`src/rtl/necir_pkg.sv`:
```
`timescale 1ns / 1ps
// ----------------------------------------------------------------------------
// necir_pkg: shared types and constants of the NEC IR pulse decoder
// Field widths, configuration register codes and reset values, decoder phase
// encoding and the classified word that moves from front end to back end.
// ----------------------------------------------------------------------------
package necir_pkg;

  // Field widths
  localparam int unsigned WidthW  = 16;
  localparam int unsigned TickW   = 32;
  localparam int unsigned CodeW   = 32;
  localparam int unsigned CntW    = 6;
  localparam int unsigned CfgIdxW = 3;
  localparam int unsigned CfgDatW = 32;

  // Queue between front end and back end
  localparam int unsigned QDepth = 2;
  localparam int unsigned QPtrW  = 1;
  localparam int unsigned QCntW  = 2;

  // Bit count at which the mark that follows carries out the code
  localparam logic [CntW-1:0] CodeBits = CntW'(32);

  // Configuration register codes
  typedef enum logic [CfgIdxW-1:0] {
    CFG_HEADER_WINDOW = 3'd0,
    CFG_SPACE_WINDOW  = 3'd1,
    CFG_REPEAT_WINDOW = 3'd2,
    CFG_SHORT_WINDOW  = 3'd3,
    CFG_LONG_WINDOW   = 3'd4,
    CFG_END_GAP       = 3'd5,
    CFG_REPEAT_HOLD   = 3'd6
  } necir_cfg_idx_e;

  // Configuration reset values
  localparam logic [31:0]       HeaderWindowRst = 32'd655368000;
  localparam logic [31:0]       SpaceWindowRst  = 32'd327684000;
  localparam logic [31:0]       RepeatWindowRst = 32'd163842000;
  localparam logic [31:0]       ShortWindowRst  = 32'd45875600;
  localparam logic [31:0]       LongWindowRst   = 32'd124519800;
  localparam logic [WidthW-1:0] EndGapRst       = 16'd10000;
  localparam logic [TickW-1:0]  RepeatHoldRst   = 32'd150;

  // Decoder phase; reset starts straight in bit decoding
  typedef enum logic [2:0] {
    PH_BITS    = 3'd0,
    PH_HEADER  = 3'd1,
    PH_SPACE   = 3'd2,
    PH_LAST    = 3'd3,
    PH_INVALID = 3'd4
  } necir_phase_e;

  // One width after window classification
  typedef struct packed {
    logic             start;
    logic             tmo;
    logic             gap_ok;    // width above end gap
    logic             hdr_ok;    // inside header window, inclusive
    logic             rpt_hit;   // inside repeat window, exclusive
    logic             spc_ok;    // inside space window, inclusive
    logic             short_lo;  // below short minimum
    logic             short_hi;  // above short maximum
    logic             long_one;  // at least long minimum
    logic             long_bad;  // above long maximum
    logic [TickW-1:0] now;
  } necir_cls_t;

  // Queue status seen by both sides
  typedef struct packed {
    logic full;
    logic empty;
  } necir_qstat_t;

endpackage

```
`src/rtl/necir_if.sv`:
```
`timescale 1ns / 1ps
// ----------------------------------------------------------------------------
// necir_if: channel interfaces of the NEC IR pulse decoder
// Input width channel, result channel and configuration write channel, each
// with valid/ready and a source and a sink modport.
// ----------------------------------------------------------------------------
interface necir_in_if import necir_pkg::*; ();
  logic              valid;
  logic              ready;
  logic [WidthW-1:0] pulse_width;
  logic              start_frame;
  logic              timeout_seen;
  logic [TickW-1:0]  now_tick;

  modport source (output valid, pulse_width, start_frame, timeout_seen, now_tick,
                  input ready);
  modport sink   (input valid, pulse_width, start_frame, timeout_seen, now_tick,
                  output ready);
endinterface

interface necir_out_if import necir_pkg::*; ();
  logic             valid;
  logic             ready;
  logic [CodeW-1:0] code;
  logic             code_valid;
  logic             frame_done;

  modport source (output valid, code, code_valid, frame_done, input ready);
  modport sink   (input valid, code, code_valid, frame_done, output ready);
endinterface

interface necir_cfg_if import necir_pkg::*; ();
  logic               valid;
  logic               ready;
  logic [CfgIdxW-1:0] index;
  logic [CfgDatW-1:0] data;

  modport source (output valid, index, data, input ready);
  modport sink   (input valid, index, data, output ready);
endinterface

```
`src/rtl/necir_front.sv`:
```
`timescale 1ns / 1ps
// ----------------------------------------------------------------------------
// necir_front: input acceptance and window classification
// Holds the configuration registers, compares each incoming width against
// every window and pushes the classified word into the queue.
// ----------------------------------------------------------------------------
module necir_front import necir_pkg::*; (
  input  logic             clk_i,
  input  logic             rst_ni,
  necir_in_if.sink         in_i,
  necir_cfg_if.sink        cfg_i,
  input  necir_qstat_t     qstat_i,
  output logic             push_o,
  output necir_cls_t       cls_o,
  output logic [TickW-1:0] hold_o
);

  logic [31:0]       hdr_win_q, spc_win_q, rpt_win_q, short_win_q, long_win_q;
  logic [WidthW-1:0] end_gap_q;
  logic [TickW-1:0]  hold_q;
  logic [WidthW-1:0] w;

  // Configuration writes, always taken
  assign cfg_i.ready = 1'b1;

  always_ff @(posedge clk_i or negedge rst_ni) begin
    if (!rst_ni) begin
      hdr_win_q   <= HeaderWindowRst;
      spc_win_q   <= SpaceWindowRst;
      rpt_win_q   <= RepeatWindowRst;
      short_win_q <= ShortWindowRst;
      long_win_q  <= LongWindowRst;
      end_gap_q   <= EndGapRst;
      hold_q      <= RepeatHoldRst;
    end else if (cfg_i.valid) begin
      unique case (cfg_i.index)
        CFG_HEADER_WINDOW: hdr_win_q   <= cfg_i.data;
        CFG_SPACE_WINDOW:  spc_win_q   <= cfg_i.data;
        CFG_REPEAT_WINDOW: rpt_win_q   <= cfg_i.data;
        CFG_SHORT_WINDOW:  short_win_q <= cfg_i.data;
        CFG_LONG_WINDOW:   long_win_q  <= cfg_i.data;
        CFG_END_GAP:       end_gap_q   <= cfg_i.data[WidthW-1:0];
        CFG_REPEAT_HOLD:   hold_q      <= cfg_i.data;
        default: ;
      endcase
    end
  end

  assign hold_o = hold_q;

  // Accept while the queue has room
  assign in_i.ready = !qstat_i.full;
  assign push_o     = in_i.valid && !qstat_i.full;

  // Classify the width against every window
  assign w = in_i.pulse_width;

  always_comb begin
    cls_o.start    = in_i.start_frame;
    cls_o.tmo      = in_i.timeout_seen;
    cls_o.gap_ok   = w > end_gap_q;
    cls_o.hdr_ok   = (w >= hdr_win_q[15:0]) && (w <= hdr_win_q[31:16]);
    cls_o.rpt_hit  = (w > rpt_win_q[15:0]) && (w < rpt_win_q[31:16]);
    cls_o.spc_ok   = (w >= spc_win_q[15:0]) && (w <= spc_win_q[31:16]);
    cls_o.short_lo = w < short_win_q[15:0];
    cls_o.short_hi = w > short_win_q[31:16];
    cls_o.long_one = w >= long_win_q[15:0];
    cls_o.long_bad = w > long_win_q[31:16];
    cls_o.now      = in_i.now_tick;
  end

endmodule

```
`src/rtl/necir_queue.sv`:
```
`timescale 1ns / 1ps
// ----------------------------------------------------------------------------
// necir_queue: two-entry queue of classified words
// Decouples the front end from the back end so each side stalls on its own.
// ----------------------------------------------------------------------------
module necir_queue import necir_pkg::*; (
  input  logic         clk_i,
  input  logic         rst_ni,
  input  logic         push_i,
  input  necir_cls_t   push_data_i,
  input  logic         pop_i,
  output necir_cls_t   pop_data_o,
  output necir_qstat_t qstat_o
);

  necir_cls_t       mem_q [QDepth];
  logic [QPtrW-1:0] wr_ptr_q, rd_ptr_q;
  logic [QCntW-1:0] cnt_q, cnt_d;

  // Store pushed words
  always_ff @(posedge clk_i) begin
    if (push_i) begin
      mem_q[wr_ptr_q] <= push_data_i;
    end
  end

  // Advance pointers and track fill level
  always_comb begin
    cnt_d = cnt_q;
    if (push_i && !pop_i) begin
      cnt_d = cnt_q + QCntW'(1);
    end else if (pop_i && !push_i) begin
      cnt_d = cnt_q - QCntW'(1);
    end
  end

  always_ff @(posedge clk_i or negedge rst_ni) begin
    if (!rst_ni) begin
      wr_ptr_q <= '0;
      rd_ptr_q <= '0;
      cnt_q    <= '0;
    end else begin
      if (push_i) begin
        wr_ptr_q <= wr_ptr_q + QPtrW'(1);
      end
      if (pop_i) begin
        rd_ptr_q <= rd_ptr_q + QPtrW'(1);
      end
      cnt_q <= cnt_d;
    end
  end

  assign pop_data_o    = mem_q[rd_ptr_q];
  assign qstat_o.full  = cnt_q == QCntW'(QDepth);
  assign qstat_o.empty = cnt_q == '0;

endmodule

```
`src/rtl/necir_back.sv`:
```
`timescale 1ns / 1ps
// ----------------------------------------------------------------------------
// necir_back: frame decoding state machine and result register
// Takes one classified word per cycle while the result register is free or
// being drained, advances the frame phase, shifts in data bits, handles
// repeat frames and drives the result word.
module necir_back import necir_pkg::*; (
  input  logic             clk_i,
  input  logic             rst_ni,
  input  necir_qstat_t     qstat_i,
  input  necir_cls_t       cls_i,
  input  logic [TickW-1:0] hold_i,
  output logic             pop_o,
  necir_out_if.source      out_o
);

  necir_phase_e     phase_q, phase_d;
  logic             rep_q, rep_d;
  logic             exp_q, exp_d;
  logic [CntW-1:0]  cnt_q, cnt_d;
  logic [CodeW-1:0] shift_q, shift_d;
  logic [CodeW-1:0] last_q, last_d;
  logic [TickW-1:0] stamp_q, stamp_d;
  logic [TickW-1:0] hold_end;
  logic             hold_ok;

  logic             res_valid;
  logic [CodeW-1:0] res_code;
  logic             res_done;

  logic             out_vld_q;
  logic [CodeW-1:0] code_q;
  logic             code_valid_q;
  logic             frame_done_q;

  // Pop when the result register is free or being drained
  assign pop_o = !qstat_i.empty && (!out_vld_q || out_o.ready);

  // Repeat hold window, wrapping sum
  assign hold_end = stamp_q + hold_i;
  assign hold_ok  = hold_end > cls_i.now;

  // Next phase
  always_comb begin
    phase_d = phase_q;
    if (pop_o) begin
      if (cls_i.start) begin
        phase_d = PH_HEADER;
      end else begin
        unique case (phase_q)
          PH_INVALID: phase_d = PH_INVALID;
          PH_LAST: begin
            if (!(cls_i.tmo || cls_i.gap_ok)) phase_d = PH_INVALID;
          end
          PH_HEADER: begin
            phase_d = cls_i.hdr_ok ? PH_SPACE : PH_INVALID;
          end
          PH_SPACE: begin
            phase_d = (cls_i.rpt_hit || cls_i.spc_ok) ? PH_BITS : PH_INVALID;
          end
          PH_BITS: begin
            if (cls_i.short_lo) begin
              phase_d = PH_INVALID;
            end else if (exp_q) begin
              if (cls_i.short_hi) begin
                phase_d = PH_INVALID;
              end else if (!(rep_q && hold_ok) && cnt_q == CodeBits) begin
                phase_d = PH_LAST;
              end
            end else if (cls_i.long_bad) begin
              phase_d = PH_INVALID;
            end
          end
          default: phase_d = PH_INVALID;
        endcase
      end
    end
  end

  // Datapath and result word
  always_comb begin
    rep_d     = rep_q;
    exp_d     = exp_q;
    cnt_d     = cnt_q;
    shift_d   = shift_q;
    last_d    = last_q;
    stamp_d   = stamp_q;
    res_valid = 1'b0;
    res_code  = '0;
    res_done  = 1'b0;
    if (pop_o) begin
      if (cls_i.start) begin
        rep_d   = 1'b0;
        exp_d   = 1'b0;
        cnt_d   = '0;
        shift_d = '0;
      end else begin
        unique case (phase_q)
          PH_LAST: begin
            res_done = cls_i.tmo || cls_i.gap_ok;
          end
          PH_SPACE: begin
            if (cls_i.rpt_hit) begin
              rep_d = 1'b1;
              exp_d = 1'b1;
            end else if (cls_i.spc_ok) begin
              exp_d = 1'b1;
            end
          end
          PH_BITS: begin
            if (!cls_i.short_lo) begin
              if (exp_q) begin
                if (!cls_i.short_hi) begin
                  exp_d = 1'b0;
                  if (rep_q && hold_ok) begin
                    stamp_d   = cls_i.now;
                    res_code  = last_q;
                    res_valid = 1'b1;
                  end else if (cnt_q == CodeBits) begin
                    last_d    = shift_q;
                    stamp_d   = cls_i.now;
                    res_code  = shift_q;
                    res_valid = 1'b1;
                  end
                end
              end else begin
                exp_d = 1'b1;
                if (!cls_i.long_bad) begin
                  shift_d = {shift_q[CodeW-2:0], cls_i.long_one};
                  cnt_d   = cnt_q + CntW'(1);
                end
              end
            end
          end
          default: ;
        endcase
      end
    end
  end

  // Decoder state
  always_ff @(posedge clk_i or negedge rst_ni) begin
    if (!rst_ni) begin
      phase_q <= PH_BITS;
      rep_q   <= 1'b0;
      exp_q   <= 1'b0;
      cnt_q   <= '0;
      shift_q <= '0;
      last_q  <= '0;
      stamp_q <= '0;
    end else begin
      phase_q <= phase_d;
      rep_q   <= rep_d;
      exp_q   <= exp_d;
      cnt_q   <= cnt_d;
      shift_q <= shift_d;
      last_q  <= last_d;
      stamp_q <= stamp_d;
    end
  end

  // Result register: load on pop, drop when taken
  always_ff @(posedge clk_i or negedge rst_ni) begin
    if (!rst_ni) begin
      out_vld_q <= 1'b0;
    end else if (pop_o) begin
      out_vld_q <= 1'b1;
    end else if (out_o.ready) begin
      out_vld_q <= 1'b0;
    end
  end

  always_ff @(posedge clk_i) begin
    if (pop_o) begin
      code_q       <= res_code;
      code_valid_q <= res_valid;
      frame_done_q <= res_done;
    end
  end

  assign out_o.valid      = out_vld_q;
  assign out_o.code       = code_q;
  assign out_o.code_valid = code_valid_q;
  assign out_o.frame_done = frame_done_q;

endmodule

```
`src/rtl/nec_ir_pulse_decoder_core.sv`:
```
`timescale 1ns / 1ps
// ----------------------------------------------------------------------------
// nec_ir_pulse_decoder_core: NEC infrared frame decoder from measured widths
// Decodes header, repeat header and 32 data bits from mark/space widths and
// reports codes, repeated codes and frame completion.
// ----------------------------------------------------------------------------
// Usage:
//   in_i   carries one measured width word with start, timeout and tick.
//   out_o  returns exactly one result word per input word: code, code_valid
//          and frame_done, in input order.
//   cfg_i  writes the seven window/gap/hold registers by index; it is always
//          ready and must only be used while the decoder is idle.
// Timing:
//   A word accepted at one clock edge is classified and queued at that edge,
//   then popped from the queue and decoded into the result register, which
//   drives out_o. One word per cycle is sustained while out_o is ready; the
//   decode step in the back end sets that rate.
// Reset:
//   Registers return to their default windows; the decoder starts with no
//   header phase, the queue and the result register empty.
// Stall:
//   When out_o is not ready the result holds, the two-entry queue fills and
//   in_i.ready drops once it is full.
// ----------------------------------------------------------------------------
module nec_ir_pulse_decoder_core import necir_pkg::*; (
  input  logic        clk_i,
  input  logic        rst_ni,
  necir_in_if.sink    in_i,
  necir_out_if.source out_o,
  necir_cfg_if.sink   cfg_i
);

  necir_qstat_t     qstat;
  necir_cls_t       push_cls, pop_cls;
  logic             push, pop;
  logic [TickW-1:0] hold;

  necir_front u_front (
    .clk_i   (clk_i),
    .rst_ni  (rst_ni),
    .in_i    (in_i),
    .cfg_i   (cfg_i),
    .qstat_i (qstat),
    .push_o  (push),
    .cls_o   (push_cls),
    .hold_o  (hold)
  );

  necir_queue u_queue (
    .clk_i       (clk_i),
    .rst_ni      (rst_ni),
    .push_i      (push),
    .push_data_i (push_cls),
    .pop_i       (pop),
    .pop_data_o  (pop_cls),
    .qstat_o     (qstat)
  );

  necir_back u_back (
    .clk_i   (clk_i),
    .rst_ni  (rst_ni),
    .qstat_i (qstat),
    .cls_i   (pop_cls),
    .hold_i  (hold),
    .pop_o   (pop),
    .out_o   (out_o)
  );

endmodule

```
`src/flat_wrapper.sv`:
```
// flat-port wrapper written by rule: the top's interface ports become plain ports
module nec_ir_pulse_decoder_core_flat import necir_pkg::*;
  (clk_i, rst_ni, in_i_valid, in_i_pulse_width, in_i_start_frame, in_i_timeout_seen, in_i_now_tick, in_i_ready, out_o_valid, out_o_code, out_o_code_valid, out_o_frame_done, out_o_ready, cfg_i_valid, cfg_i_index, cfg_i_data, cfg_i_ready);
  necir_in_if in_i_i ();
  necir_out_if out_o_i ();
  necir_cfg_if cfg_i_i ();
  input  logic clk_i;
  input  logic rst_ni;
  input wire logic [$bits(in_i_i.valid)-1:0] in_i_valid;
  input wire logic [$bits(in_i_i.pulse_width)-1:0] in_i_pulse_width;
  input wire logic [$bits(in_i_i.start_frame)-1:0] in_i_start_frame;
  input wire logic [$bits(in_i_i.timeout_seen)-1:0] in_i_timeout_seen;
  input wire logic [$bits(in_i_i.now_tick)-1:0] in_i_now_tick;
  output wire logic [$bits(in_i_i.ready)-1:0] in_i_ready;
  output wire logic [$bits(out_o_i.valid)-1:0] out_o_valid;
  output wire logic [$bits(out_o_i.code)-1:0] out_o_code;
  output wire logic [$bits(out_o_i.code_valid)-1:0] out_o_code_valid;
  output wire logic [$bits(out_o_i.frame_done)-1:0] out_o_frame_done;
  input wire logic [$bits(out_o_i.ready)-1:0] out_o_ready;
  input wire logic [$bits(cfg_i_i.valid)-1:0] cfg_i_valid;
  input wire logic [$bits(cfg_i_i.index)-1:0] cfg_i_index;
  input wire logic [$bits(cfg_i_i.data)-1:0] cfg_i_data;
  output wire logic [$bits(cfg_i_i.ready)-1:0] cfg_i_ready;
  assign in_i_i.valid = in_i_valid;
  assign in_i_i.pulse_width = in_i_pulse_width;
  assign in_i_i.start_frame = in_i_start_frame;
  assign in_i_i.timeout_seen = in_i_timeout_seen;
  assign in_i_i.now_tick = in_i_now_tick;
  assign in_i_ready = in_i_i.ready;
  assign out_o_valid = out_o_i.valid;
  assign out_o_code = out_o_i.code;
  assign out_o_code_valid = out_o_i.code_valid;
  assign out_o_frame_done = out_o_i.frame_done;
  assign out_o_i.ready = out_o_ready;
  assign cfg_i_i.valid = cfg_i_valid;
  assign cfg_i_i.index = cfg_i_index;
  assign cfg_i_i.data = cfg_i_data;
  assign cfg_i_ready = cfg_i_i.ready;
  nec_ir_pulse_decoder_core u_core (.clk_i(clk_i), .rst_ni(rst_ni), .in_i(in_i_i), .out_o(out_o_i), .cfg_i(cfg_i_i));
endmodule
```
`config.mk`:
```
export PLATFORM = sky130hd
export DESIGN_NAME = nec_ir_pulse_decoder_core_flat
export DESIGN_NICKNAME = d
export VERILOG_FILES = /design/src/rtl/necir_pkg.sv /design/src/rtl/necir_if.sv /design/src/rtl/necir_front.sv /design/src/rtl/necir_queue.sv /design/src/rtl/necir_back.sv /design/src/rtl/nec_ir_pulse_decoder_core.sv /design/src/flat_wrapper.sv
export SDC_FILE = /design/constraint.sdc
export NUM_CORES = 1
export LEC_CHECK = 0
export ABC_AREA = 0
export BUFFER_PORTS_ARGS = -buffer_cell sky130_fd_sc_hd__buf_2
export CORE_MARGIN = 3
export CORE_UTILIZATION = 25
export CTS_CLUSTER_DIAMETER = 30
export DETAILED_ROUTE_END_ITERATION = 10
export SLEW_MARGIN = 10
export SYNTH_ARGS = -nofsm -noshare
export SYNTH_HDL_FRONTEND = slang
export SYNTH_HIERARCHICAL = 1
export SYNTH_SLANG_ARGS = --single-unit
```
`constraint.sdc`:
```
create_clock -name clk_i -period 6.2 [get_ports clk_i]
set_clock_uncertainty 0.1 [all_clocks]
set_input_delay 0.93 -clock clk_i [delete_from_list [all_inputs] [get_ports clk_i]]
set_output_delay 0.93 -clock clk_i [all_outputs]
set_load 0.01 [all_outputs]
```
==> metrics.yaml, run 1 <==
power_and_ir_drop:
  power_frac_comb: 0.205
  power_mw: 12.23
  p_seq_frac: 0.317
  p_sw_mw: 3.506
  peakVddDrop_uv: 212.5
  clockPowerShare: 0.479
  switching_share: 0.2866
  powerDensity_nw_per_um2: 412.5
  internal_power_mw: 8.728
  p_leak_nw: 13.34
synthesis:
  ys_warn_count: 6
  synth-edff-count: 118
  synthCells: 2150
  synth_area_sq_um: 24060
  synth_top_family_by_area: "adder cells"
  syn_nets: 2481
  synth_flop_cell: "dfrtp_1"
  synth_fa_ha_area_frac: 0.1256
  synthSimpleGateAreaFrac: 0.08808
  ys_seq_area_frac: 0.4833
  synth-async-reset-ratio: 0.7306
  synth-compound-area-share: 0.1233
  synth.area.mux_share: 0.1022
  synth_cell_types: 81
  synth_xor_area_frac: 0.01274
  syn_area_per_cell_sq_um: 11.19
  synth_seq_cells: 438
finish:
  drive_gt1_frac: 0.2578
  synthToLayoutAreaGrowth_pct: 23.24
  n_fill_cell: 9547
  final_cell_mix: "255 x dfrtp_1, 240 x ha_1, 221 x inv_1"
  final_common_cell: "dfrtp_1"
  nNetsFinal: 2619
clock_tree:
  clkSinkCount: 438
  cts-resized-gates: 0
  h-tree-depth: 3
  clk_latency_ns: 0.66
  post_cts_buffers: 0
  clockRootBuffer: "clkbuf_16"
  cts_hold_buf: 0
  cts_buffer_depth: 3
  tritoncts: "done"
  clk_pin_slew_ns: 0.05
  cts_inserted_buffers: 103
placed_design:
  place_ws_ns: 0.9031
  io_buffer_count: 125
  gp_routability_congestion: 0.8383
  dp_hpwl_um: 41980
global_routing:
  grt_max_degree: 141
  grt_use_total: 0.1219
  grt_pass1_wl_um: 95150
  antenna_found_initial: 24
  grt_pass1_vias: 16560
  grt-ovfl-total: 0
detailed_routing:
  vias: 16430
  route.detailed.drc: 0
  avgViaCountPerCell: 4.500
  antenna_left: 0
  wl_per_cell_um: 16.84
  drt_first_iter_violations: 1028
  dr.pass1.iters: 5
  totalWireLength_um: 61450
worst_setup_path:
  start_kind: "flop"
  cp.required_ns: 6.60
  path_max_fanout: 32
  end_kind: "flop"
  crit_type: "reg -> reg"
  worstPathArrival_ns: 5.82
run_status:
  status: "complete, no violations"
sta:
  period_share: 0.8738
  worstMarginPinSlew_ns: 1.112
  rsz0062_at_grt: "no"
  fmax_mhz: 184.6
  hold_viol: 0
  setup_ws_ns: 0.7826
  hold_ws_ns: 0.1854
  layout_min_cycle_time_ns: 5.417
  setup_viol: 0
  slew_headroom: 0.2585
  setup_tns_ns: 0
  slew_viol_final: 0
die:
  dieArea_sq_um: 100000
  ios: 127
  die_h_um: 316.3
  coreArea_sq_um: 95150
  start_util: 0.2529
  placementRows: 113
  die-width_um: 316.3
hold_path:
  hold_class: "in -> async"
run:
  cap_violations: 0
-- worst max-delay path, stage by stage, from the launching register on --
cell	delay (ns)
dfrtp_1	0.39
ha_1	0.36
a2111oi_0	0.37
o21ai_0	0.22
a41oi_2	0.34
nor2_1	0.10
o21a_1	0.19
o311ai_1	0.27
xnor2_1	0.11
ha_1	0.30
nand3_1	0.11
nor4_1	0.61
a41oi_1	0.30
and3_1	0.44
o31ai_4	0.37
buf_12	0.30
mux2_2	0.37
-- per-stage QoR --
stage	cell area [sq um]	utilization	std cells
finish	29660	0.3117	3650
global route	29640	0.3115	3644
CTS	29640	0.3115	3643
detailed placement	25790	0.2711	3448
global placement	25790	0.2711	3448
floorplan	24060	-	2150
-- worst paths after layout --
check	start	to	slack, ns	cells after the start
max in group asynchronous	rst_ni	u_core/u_queue/rd_ptr_q$_DFFE_PN0P_	4.50	2
hold reg to reg	u_core/u_queue/cnt_q[1]$_DFFE_PN0P_	u_core/u_queue/cnt_q[1]$_DFFE_PN0P_	0.38	1
hold / removal	rst_ni	u_core/u_front/spc_win_q[22]$_DFFE_PN0P_	0.19	1
setup / recovery	u_core/u_back/stamp_q[6]$_DFFE_PN0P_	u_core/u_back/stamp_q[0]$_DFFE_PN0P_	0.78	16
min in group clk_i	in_i_now_tick[28]	u_core/u_queue/mem_q[0][28]$_DFFE_PP_	0.36	1
setup reg to reg	u_core/u_back/stamp_q[6]$_DFFE_PN0P_	u_core/u_back/stamp_q[0]$_DFFE_PN0P_	0.78	16
-- sequential cells by signal, summed over array words and instances, names as in the netlist, 16 cells and up --
name	count
u_core/u_back/stamp_q	32
u_core/u_front/short_win_q	32
u_core/u_front/spc_win_q	32
u_core/u_back/shift_q	32
u_core/u_front/rpt_win_q	32
u_core/u_front/hold_o	32
u_core/u_back/last_q	32
u_core/u_front/end_gap_q	16
u_core/u_queue/mem_q	84
u_core/u_back/out_o.code	32
u_core/u_front/hdr_win_q	32
u_core/u_front/long_win_q	32
-- power by group through the flow --
stage	clock, mW	sequential [mW]	combinational, mW
finish	5.85	3.88	2.50
global route	6.13	3.93	2.82
CTS	5.97	3.88	2.53
detailed placement	0	3.93	2.51
global placement	0	3.92	2.46
floorplan	0	3.85	1.85
-- cells in the mapped netlist (5+ instances only) --
cell	count	area share
nand3_1	33	0.0069
a211o_1	5	0.0018
a221oi_1	6	0.0022
nor2_1	47	0.0073
a21o_1	47	0.015
nand4_1	71	0.018
o211ai_1	17	0.0053
ha_1	240	0.12
nor2b_1	19	0.0049
nand2b_1	12	0.0031
xor2_1	13	0.0047
nor3_1	10	0.0021
and2_1	6	0.0016
dfrtp_1	256	0.27
a22o_1	32	0.012
nor4_1	6	0.0016
inv_1	221	0.034
o21a_1	6	0.0019
o21ai_0	174	0.036
nand2_1	172	0.027
mux2_4	68	0.042
edfxtp_1	118	0.15
xnor2_1	22	0.0080
a21oi_1	137	0.028
o21ai_1	13	0.0027
o31ai_1	5	0.0016
and3_1	6	0.0016
buf_2	18	0.0037
a211oi_1	10	0.0031
buf_4	42	0.013
clkbuf_1	39	0.0061
a31oi_1	8	0.0021
clkbuf_2	5	0.0010
mux2_2	125	0.058
dfstp_2	64	0.070
-- final cells by class --
cell class              instances  area [sq um]  area share
diodes                          7         17.52   0.0005907
clock buffers                 123          2764     0.09320
clock inverters                72          1080     0.03641
inverters                     221         829.5     0.02797
multi-input cells            1378         10930      0.3686
flip-flops and latches        438         11630      0.3922
well taps                    1265          1583     0.05337
repair buffers                146         818.3     0.02759
-- kinds of logic (layout without fill, tap and decap cells) --
kind of cell	Yosys count	count (layout)
fa+ha+maj	241	241
flops	438	438
simple gates	416	416
xor+xnor	35	35
mux	196	196
compound gates	489	489
buf+inv	334	562
other cells	1	8
-- metal layers --
layer / GRT usage / wire [um] / part of all wire
met3: 0.02542 / 2832 / 0.046
met5: 0 / 69 / 0.0011
met4: 0.03854 / 1298 / 0.021
met2: 0.2175 / 31360 / 0.51
met1: 0.1465 / 25890 / 0.42
Note: power is estimated with default switching activity, not from simulation.
==> inputs of run 2 (changes only) <==
--- a/config.mk
+++ b/config.mk
@@ -9,7 +9,9 @@
 export BUFFER_PORTS_ARGS = -buffer_cell sky130_fd_sc_hd__buf_2
 export CORE_MARGIN = 3
 export CORE_UTILIZATION = 25
+export CTS_BUF_LIST = sky130_fd_sc_hd__clkbuf_4
 export CTS_CLUSTER_DIAMETER = 30
+export CTS_CLUSTER_SIZE = 12
 export DETAILED_ROUTE_END_ITERATION = 10
 export SLEW_MARGIN = 10
 export SYNTH_ARGS = -nofsm -noshare
==> run 2 against run 1 <==
Against the previous run:
- sequential power hardly changed
- highest routed layer unchanged
- final area fell by 6.5%
- die area did not move
- combinational power about the same
==> metrics.yaml, run 2 (same netlist as run 1, synthesis figures left out) <==
finish:
  seq_area_sq_um: 11630  # unchanged
  nNetsFinal: 2620  # +0.038%
  largest_register: "u_core/u_queue/mem_q"
  final_cell_mix: "255 x dfrtp_1, 240 x ha_1, 221 x inv_1"
  largest_reg_flops: 84  # unchanged
  synthToLayoutAreaGrowth_pct: 15.26
  design_area_sq_um: 27740  # -6.5%
  multiInputGateArea_sq_um: 10930  # unchanged
  fin_cells: 3654  # +0.11%
  finish.utilization: 0.2915  # -0.02017
  n_fill_cell: 9793  # +2.6%
  final_common_cell: "dfrtp_1"
  drive_gt1_frac: 0.2581  # +0.0003120
run_status:
  status: "complete, no violations"
die:
  start_util: 0.2529  # unchanged
  coreArea_sq_um: 95150  # unchanged
  die-width_um: 316.3  # unchanged
  die_h_um: 316.3  # unchanged
  placementRows: 113  # unchanged
  ios: 127  # unchanged
  dieArea_sq_um: 100000  # unchanged
worst_setup_path:
  path_max_fanout: 32  # unchanged
  cp_slowest_stage_delay_ns: 0.58  # -0.03 ns
  crit_chain: "ha_1, a2111oi_0, o21ai_0, a41oi_2, nor2_1, o21a_1, o311ai_1, xnor2_1, ha_1, nand3_1, nor4_1, a41oi_1, and3_1, nor3_4, buf_4, mux2_2"
  cp.required_ns: 6.83  # +0.23 ns
  worstPathArrival_ns: 5.99  # +0.17 ns
  path_common_cell: "ha_1"
  end_kind: "flop"
  start_kind: "flop"
  crit_type: "reg -> reg"
  cpMaxStageDelayCell: "nor4_1"
  cpLargestDelayFamily: "compound AO/OA/AOI/OAI gates"
  crit_buf_inv: 1  # unchanged
clock_tree:
  tritoncts: "done"
  clk_latency_ns: 0.88  # +0.22 ns
  clk_pin_slew_ns: 0.08  # +0.03 ns
  cts_inserted_buffers: 103  # unchanged
  clkSinkCount: 438  # unchanged
  post_cts_buffers: 0  # unchanged
  h-tree-depth: 3  # unchanged
  clockRootBuffer: "clkbuf_4"
  cts_buffer_depth: 3  # unchanged
power_and_ir_drop:
  clockPowerShare: 0.339  # -0.140
  powerDensity_nw_per_um2: 346.6  # -16%
  power_mw: 9.615  # -21%
  power_frac_comb: 0.260  # +0.055
  switching_share: 0.3182  # +0.03166
  peakVddDrop_uv: 136.2  # -36%
  p_seq_frac: 0.402  # +0.085
  p_leak_nw: 12.50  # -6.3%
  p_sw_mw: 3.060  # -13%
  internal_power_mw: 6.555  # -25%
global_routing:
  grt_pass1_vias: 16450  # -0.71%
  grt_pass1_wl_um: 93780  # -1.4%
  grt_max_degree: 141  # unchanged
  grt_use_total: 0.1202  # -0.001672
  grt-ovfl-total: 0  # unchanged
  antenna_found_initial: 27  # +13%
detailed_routing:
  dr.pass1.iters: 7  # +2
  antenna_left: 0  # unchanged
  avgViaCountPerCell: 4.481  # -0.43%
  wl_per_cell_um: 16.60  # -1.4%
  totalWireLength_um: 60640  # -1.3%
  route.detailed.drc: 0  # unchanged
  vias: 16370  # -0.32%
  drt_first_iter_violations: 1125  # +9.4%
sta:
  setup_tns_ns: 0  # unchanged
  slew_viol_final: 0  # unchanged
  slew_headroom: 0.2716  # +0.01317
  rsz0062_at_grt: "no"
  layout_min_cycle_time_ns: 5.367  # -0.05025 ns
  setup_viol: 0  # unchanged
  fmax_mhz: 186.3  # +0.94%
  period_share: 0.8657  # -0.008105
  worstMarginPinSlew_ns: 1.093  # -0.01976 ns
  hold_viol: 0  # unchanged
run:
  cap_violations: 0  # unchanged
placed_design:
  postPlaceCellArea_sq_um: 25790  # unchanged
  io_buffer_count: 125  # unchanged
  dp_hpwl_um: 41980  # unchanged
  placed_cells: 3448  # unchanged
  gp_routability_congestion: 0.8383  # unchanged
hold_path:
  hold_class: "in -> reg"
[run 2: path summary, 6_finish.rpt]
path / from / to / slack [ns] / cells past startpoint
max in group asynchronous: rst_ni / u_core/u_queue/rd_ptr_q$_DFFE_PN0P_ / 4.12 / 3
setup / recovery: u_core/u_front/hold_o[6]$_DFFE_PN0P_ / u_core/u_back/last_q[20]$_DFFE_PN0P_ / 0.83 / 16
hold reg to reg: u_core/u_queue/cnt_q[1]$_DFFE_PN0P_ / u_core/u_queue/cnt_q[1]$_DFFE_PN0P_ / 0.38 / 1
min in group asynchronous: rst_ni / u_core/u_front/spc_win_q[22]$_DFFE_PN0P_ / 0.61 / 2
hold / removal: in_i_now_tick[29] / u_core/u_queue/mem_q[0][29]$_DFFE_PP_ / 0.14 / 1
setup reg to reg: u_core/u_front/hold_o[6]$_DFFE_PN0P_ / u_core/u_back/last_q[20]$_DFFE_PN0P_ / 0.83 / 16
[run 2: power groups by stage]
| stage | combinational [mW] | clock (mW) | sequential (mW) |
|---|---|---|---|
| 2_1_floorplan | 1.85 | 0 | 3.85 |
| 3_3_place_gp | 2.46 | 0 | 3.92 |
| 3_5_place_dp | 2.51 | 0 | 3.93 |
| 4_1_cts | 2.53 | 3.37 | 3.87 |
| 5_1_grt | 2.82 | 3.53 | 3.92 |
| 6_report | 2.50 | 3.26 | 3.86 |
[run 2: final cells by class]
type / count / share of cell area
Timing Repair Buffer: 147 / 0.02986
Multi-Input combinational cell: 1378 / 0.3941
Clock inverter: 82 / 0.03816
Sequential cell: 438 / 0.4194
Antenna cell: 10 / 0.0009022
Tap cell: 1265 / 0.05706
Inverter: 221 / 0.02991
Clock buffer: 113 / 0.03058
[run 2: routing by layer]
layer,part of all wire,global-route usage,up-vias
met1,0.42,0.1444,7874
met3,0.050,0.02660,109
met2,0.51,0.2155,350
met4,0.020,0.03371,12
li1,-,-,8028
met5,0.0011,0,-
[run 2: worst register-to-register path, stage by stage, from the launching register on]
cell	delay, ns
dfrtp_1	0.39
ha_1	0.38
a2111oi_0	0.38
o21ai_0	0.22
a41oi_2	0.34
nor2_1	0.10
o21a_1	0.19
o311ai_1	0.27
xnor2_1	0.11
ha_1	0.30
nand3_1	0.11
nor4_1	0.58
a41oi_1	0.29
and3_1	0.44
nor3_4	0.25
buf_4	0.42
mux2_2	0.40
[run 2: through the flow]
step / setup slack [ns] / hold slack, ns
after detailed placement: 0.9031 / 0.3724
after global placement: 0.9511 / 0.3692
after CTS: 0.8840 / 0.01626
final: 0.8329 / 0.1383
after floorplan: 1.597 / 0.3512
after global routing: 0.3863 / 0.02520
[run 2: repair_timing]
| action | 4_1_cts | 5_1_grt |
|---|---|---|
| gates resized for setup | 0 | 0 |
| setup endpoints to repair | 0 | 0 |
| hold endpoints to repair | 53 | 0 |
| hold buffers | 1 | 0 |
==> inputs of run 3 (changes only) <==
--- a/config.mk
+++ b/config.mk
@@ -7,6 +7,7 @@
 export LEC_CHECK = 0
 export ABC_AREA = 0
 export BUFFER_PORTS_ARGS = -buffer_cell sky130_fd_sc_hd__buf_2
+export CORE_ASPECT_RATIO = 1.4
 export CORE_MARGIN = 3
 export CORE_UTILIZATION = 25
 export CTS_BUF_LIST = sky130_fd_sc_hd__clkbuf_4
==> run 3 against run 2 <==
Against the previous run:
- clock power shrank 9.2%
- combinational power is essentially flat
- clock-buffer cell count grew 1
- utilization shrank 0.37 points
- sequential cell count is the same
- non-clock buffer count shrank 2
- final area shrank 1.0%
- total power shrank 3.0%
- worst hold slack lost 0.087 ns
- highest routed layer unchanged
==> metrics.yaml, run 3 (same netlist as run 1, synthesis figures left out) <==
worst_setup_path:
  cp_slowest_stage_delay_ns: 0.41  # -0.17 ns
  cp.required_ns: 6.81  # -0.02 ns
  worstPathArrival_ns: 5.89  # -0.10 ns
  path_max_fanout: 35  # +9.4%
  crit_chain: "ha_1, a2111oi_0, o21ai_0, a41oi_2, nand4b_1, a31oi_1, a211oi_1, xnor2_1, ha_1, nand4_2, nor4_4, a41oi_1, nor2b_1, o21a_4, nor3_4, buf_4, mux2_2"
  end_kind: "flop"
  start_kind: "flop"
  crit_type: "reg -> reg"
  cpMaxStageDelayCell: "buf_4"
  crit_buf_inv: 1  # unchanged
  path_common_cell: "ha_1"
  cpLargestDelayFamily: "compound AO/OA/AOI/OAI gates"
clock_tree:
  cts-resized-gates: 0  # unchanged
  post_cts_buffers: 0  # unchanged
  clk_latency_ns: 0.85  # -0.03 ns
  clk_pin_slew_ns: 0.09  # about the same
  cts_inserted_buffers: 98  # -4.9%
  clkSinkCount: 438  # unchanged
  clockRootBuffer: "clkbuf_4"
  cts_hold_buf: 0  # -1
  tritoncts: "done"
  h-tree-depth: 3  # unchanged
  cts_buffer_depth: 3  # unchanged
die:
  dieArea_sq_um: 100100  # about the same
  start_util: 0.2522  # -0.0006534
  die-width_um: 268.2  # -15%
  placementRows: 134  # +19%
  coreArea_sq_um: 95400  # +0.26%
  die_h_um: 373.1  # +18%
  ios: 127  # unchanged
sta:
  hold_viol: 0  # unchanged
  rsz0062_at_grt: "no"
  setup_viol: 0  # unchanged
  slew_viol_final: 0  # unchanged
  slew_headroom: 0.2553  # -0.01634
  setup_tns_ns: 0  # unchanged
  layout_min_cycle_time_ns: 5.277  # -0.09055 ns
  fmax_mhz: 189.5  # +1.7%
  worstMarginPinSlew_ns: 1.113  # +0.02090 ns
  period_share: 0.8511  # -0.01461
detailed_routing:
  totalWireLength_um: 60310  # -0.54%
  drt_first_iter_violations: 1055  # -6.2%
  vias: 16650  # +1.7%
  avgViaCountPerCell: 4.633  # +3.4%
  wl_per_cell_um: 16.78  # +1.1%
  route.detailed.drc: 0  # unchanged
  antenna_left: 0  # unchanged
  dr.pass1.iters: 5  # -2
global_routing:
  grt_use_total: 0.1200  # -0.0002317
  grt_max_degree: 128  # -9.2%
  grt_pass1_wl_um: 93700  # about the same
  grt-ovfl-total: 0  # unchanged
  antenna_found_initial: 25  # -7.4%
  grt_pass1_vias: 16610  # +0.99%
placed_design:
  io_buffer_count: 125  # unchanged
  dp_hpwl_um: 42090  # +0.25%
  postPlaceCellArea_sq_um: 25760  # -0.15%
  gp_routability_congestion: 0.8208  # -2.1%
finish:
  drive_gt1_frac: 0.2520  # -0.006083
  nNetsFinal: 2613  # -0.27%
  final_common_cell: "dfrtp_1"
  design_area_sq_um: 27450  # -1.0%
  largest_reg_flops: 84  # unchanged
  synthToLayoutAreaGrowth_pct: 14.09
  largest_register: "u_core/u_queue/mem_q"
  final_cell_mix: "255 x dfrtp_1, 240 x ha_1, 221 x inv_1"
power_and_ir_drop:
  p_leak_nw: 12.40  # -0.80%
  peakVddDrop_uv: 139.4  # +2.3%
  powerDensity_nw_per_um2: 339.8  # -2.0%
hold_path:
  hold_class: "in -> async"
run_status:
  status: "complete, no violations"
run:
  cap_violations: 0  # unchanged
-- run 3: cell count changes in the layout (fill, tap and decap cells not counted), sizes merged --
cell         previous run  this run
diode                  10         5
clkbuf                113       114
bufinv                 22        18
inv                   228       225
buf                   146       145
clkinvlp               14        12
clkinv                 39        35
dlygate4sd3             1         0
-- run 3: worst reg2reg max path, delay by kind of cell (launching register included) --
kind | cells | cell delay [ns]
AO/OA/AOI/OAI | 7 | 1.87
XOR/XNOR | 1 | 0.11
adder cells (fa/ha/maj) | 2 | 0.69
buffers and inverters | 1 | 0.41
flip-flops | 1 | 0.39
multiplexers | 1 | 0.41
AND/OR/NAND/NOR | 5 | 1.22
-- run 3: report_power, final --
| group | leakage (nW) | internal (mW) | switching, mW |
|---|---|---|---|
| registers | 5.07 | 3.61 | 0.237 |
| logic | 6.42 | 1.07 | 1.45 |
| clock network | 0.901 | 1.68 | 1.28 |
-- run 3: final cells by class --
cell class	count	area [sq um]
Sequential cell	438	11630
Multi-Input combinational cell	1378	10940
Clock buffer	114	855.8
Timing Repair Buffer	145	823.3
Antenna cell	5	12.51
Inverter	221	829.5
Clock inverter	69	829.5
Fill cell	9856	67950
Tap cell	1224	1531
-- run 3: worst paths after layout --
path	start	endpoint	slack, ns	cells after the start
worst max register to register	u_core/u_front/hold_o[6]$_DFFE_PN0P_	u_core/u_back/last_q[6]$_DFFE_PN0P_	0.92	17
worst min-delay path	rst_ni	u_core/u_back/shift_q[24]$_DFFE_PN0P_	0.05	1
min in group clk_i	in_i_now_tick[24]	u_core/u_queue/mem_q[0][24]$_DFFE_PP_	0.17	1
worst min register to register	u_core/u_front/long_win_q[18]$_DFFE_PN1P_	u_core/u_front/long_win_q[18]$_DFFE_PN1P_	0.40	2
max in group asynchronous	rst_ni	u_core/u_front/end_gap_q[6]$_DFFE_PN0P_	4.72	2
worst max-delay path	u_core/u_front/hold_o[6]$_DFFE_PN0P_	u_core/u_back/last_q[6]$_DFFE_PN0P_	0.92	17
-- run 3: layer usage --
metal	global-route usage	wire [um]	vias up
met1	0.1590	27520	8081
met4	0.03500	1529	2
met5	0	10	-
met2	0.1963	28450	423
met3	0.02526	2804	143
li1	-	-	8001
-- run 3: stage by stage --
stage	hold slack (ns)	std cells	utilization	setup slack (ns)	power [mW]
3_5_place_dp	0.3739	3406	0.2700	0.9592	6.445
2_1_floorplan	0.3512	2150	-	1.597	5.700
3_3_place_gp	0.3619	3406	0.2700	1.039	6.384
5_1_grt	0.007548	3593	0.2878	0.4700	9.990
4_1_cts	0.004398	3589	0.2876	0.9283	9.478
6_report	0.05178	3594	0.2878	0.9234	9.330
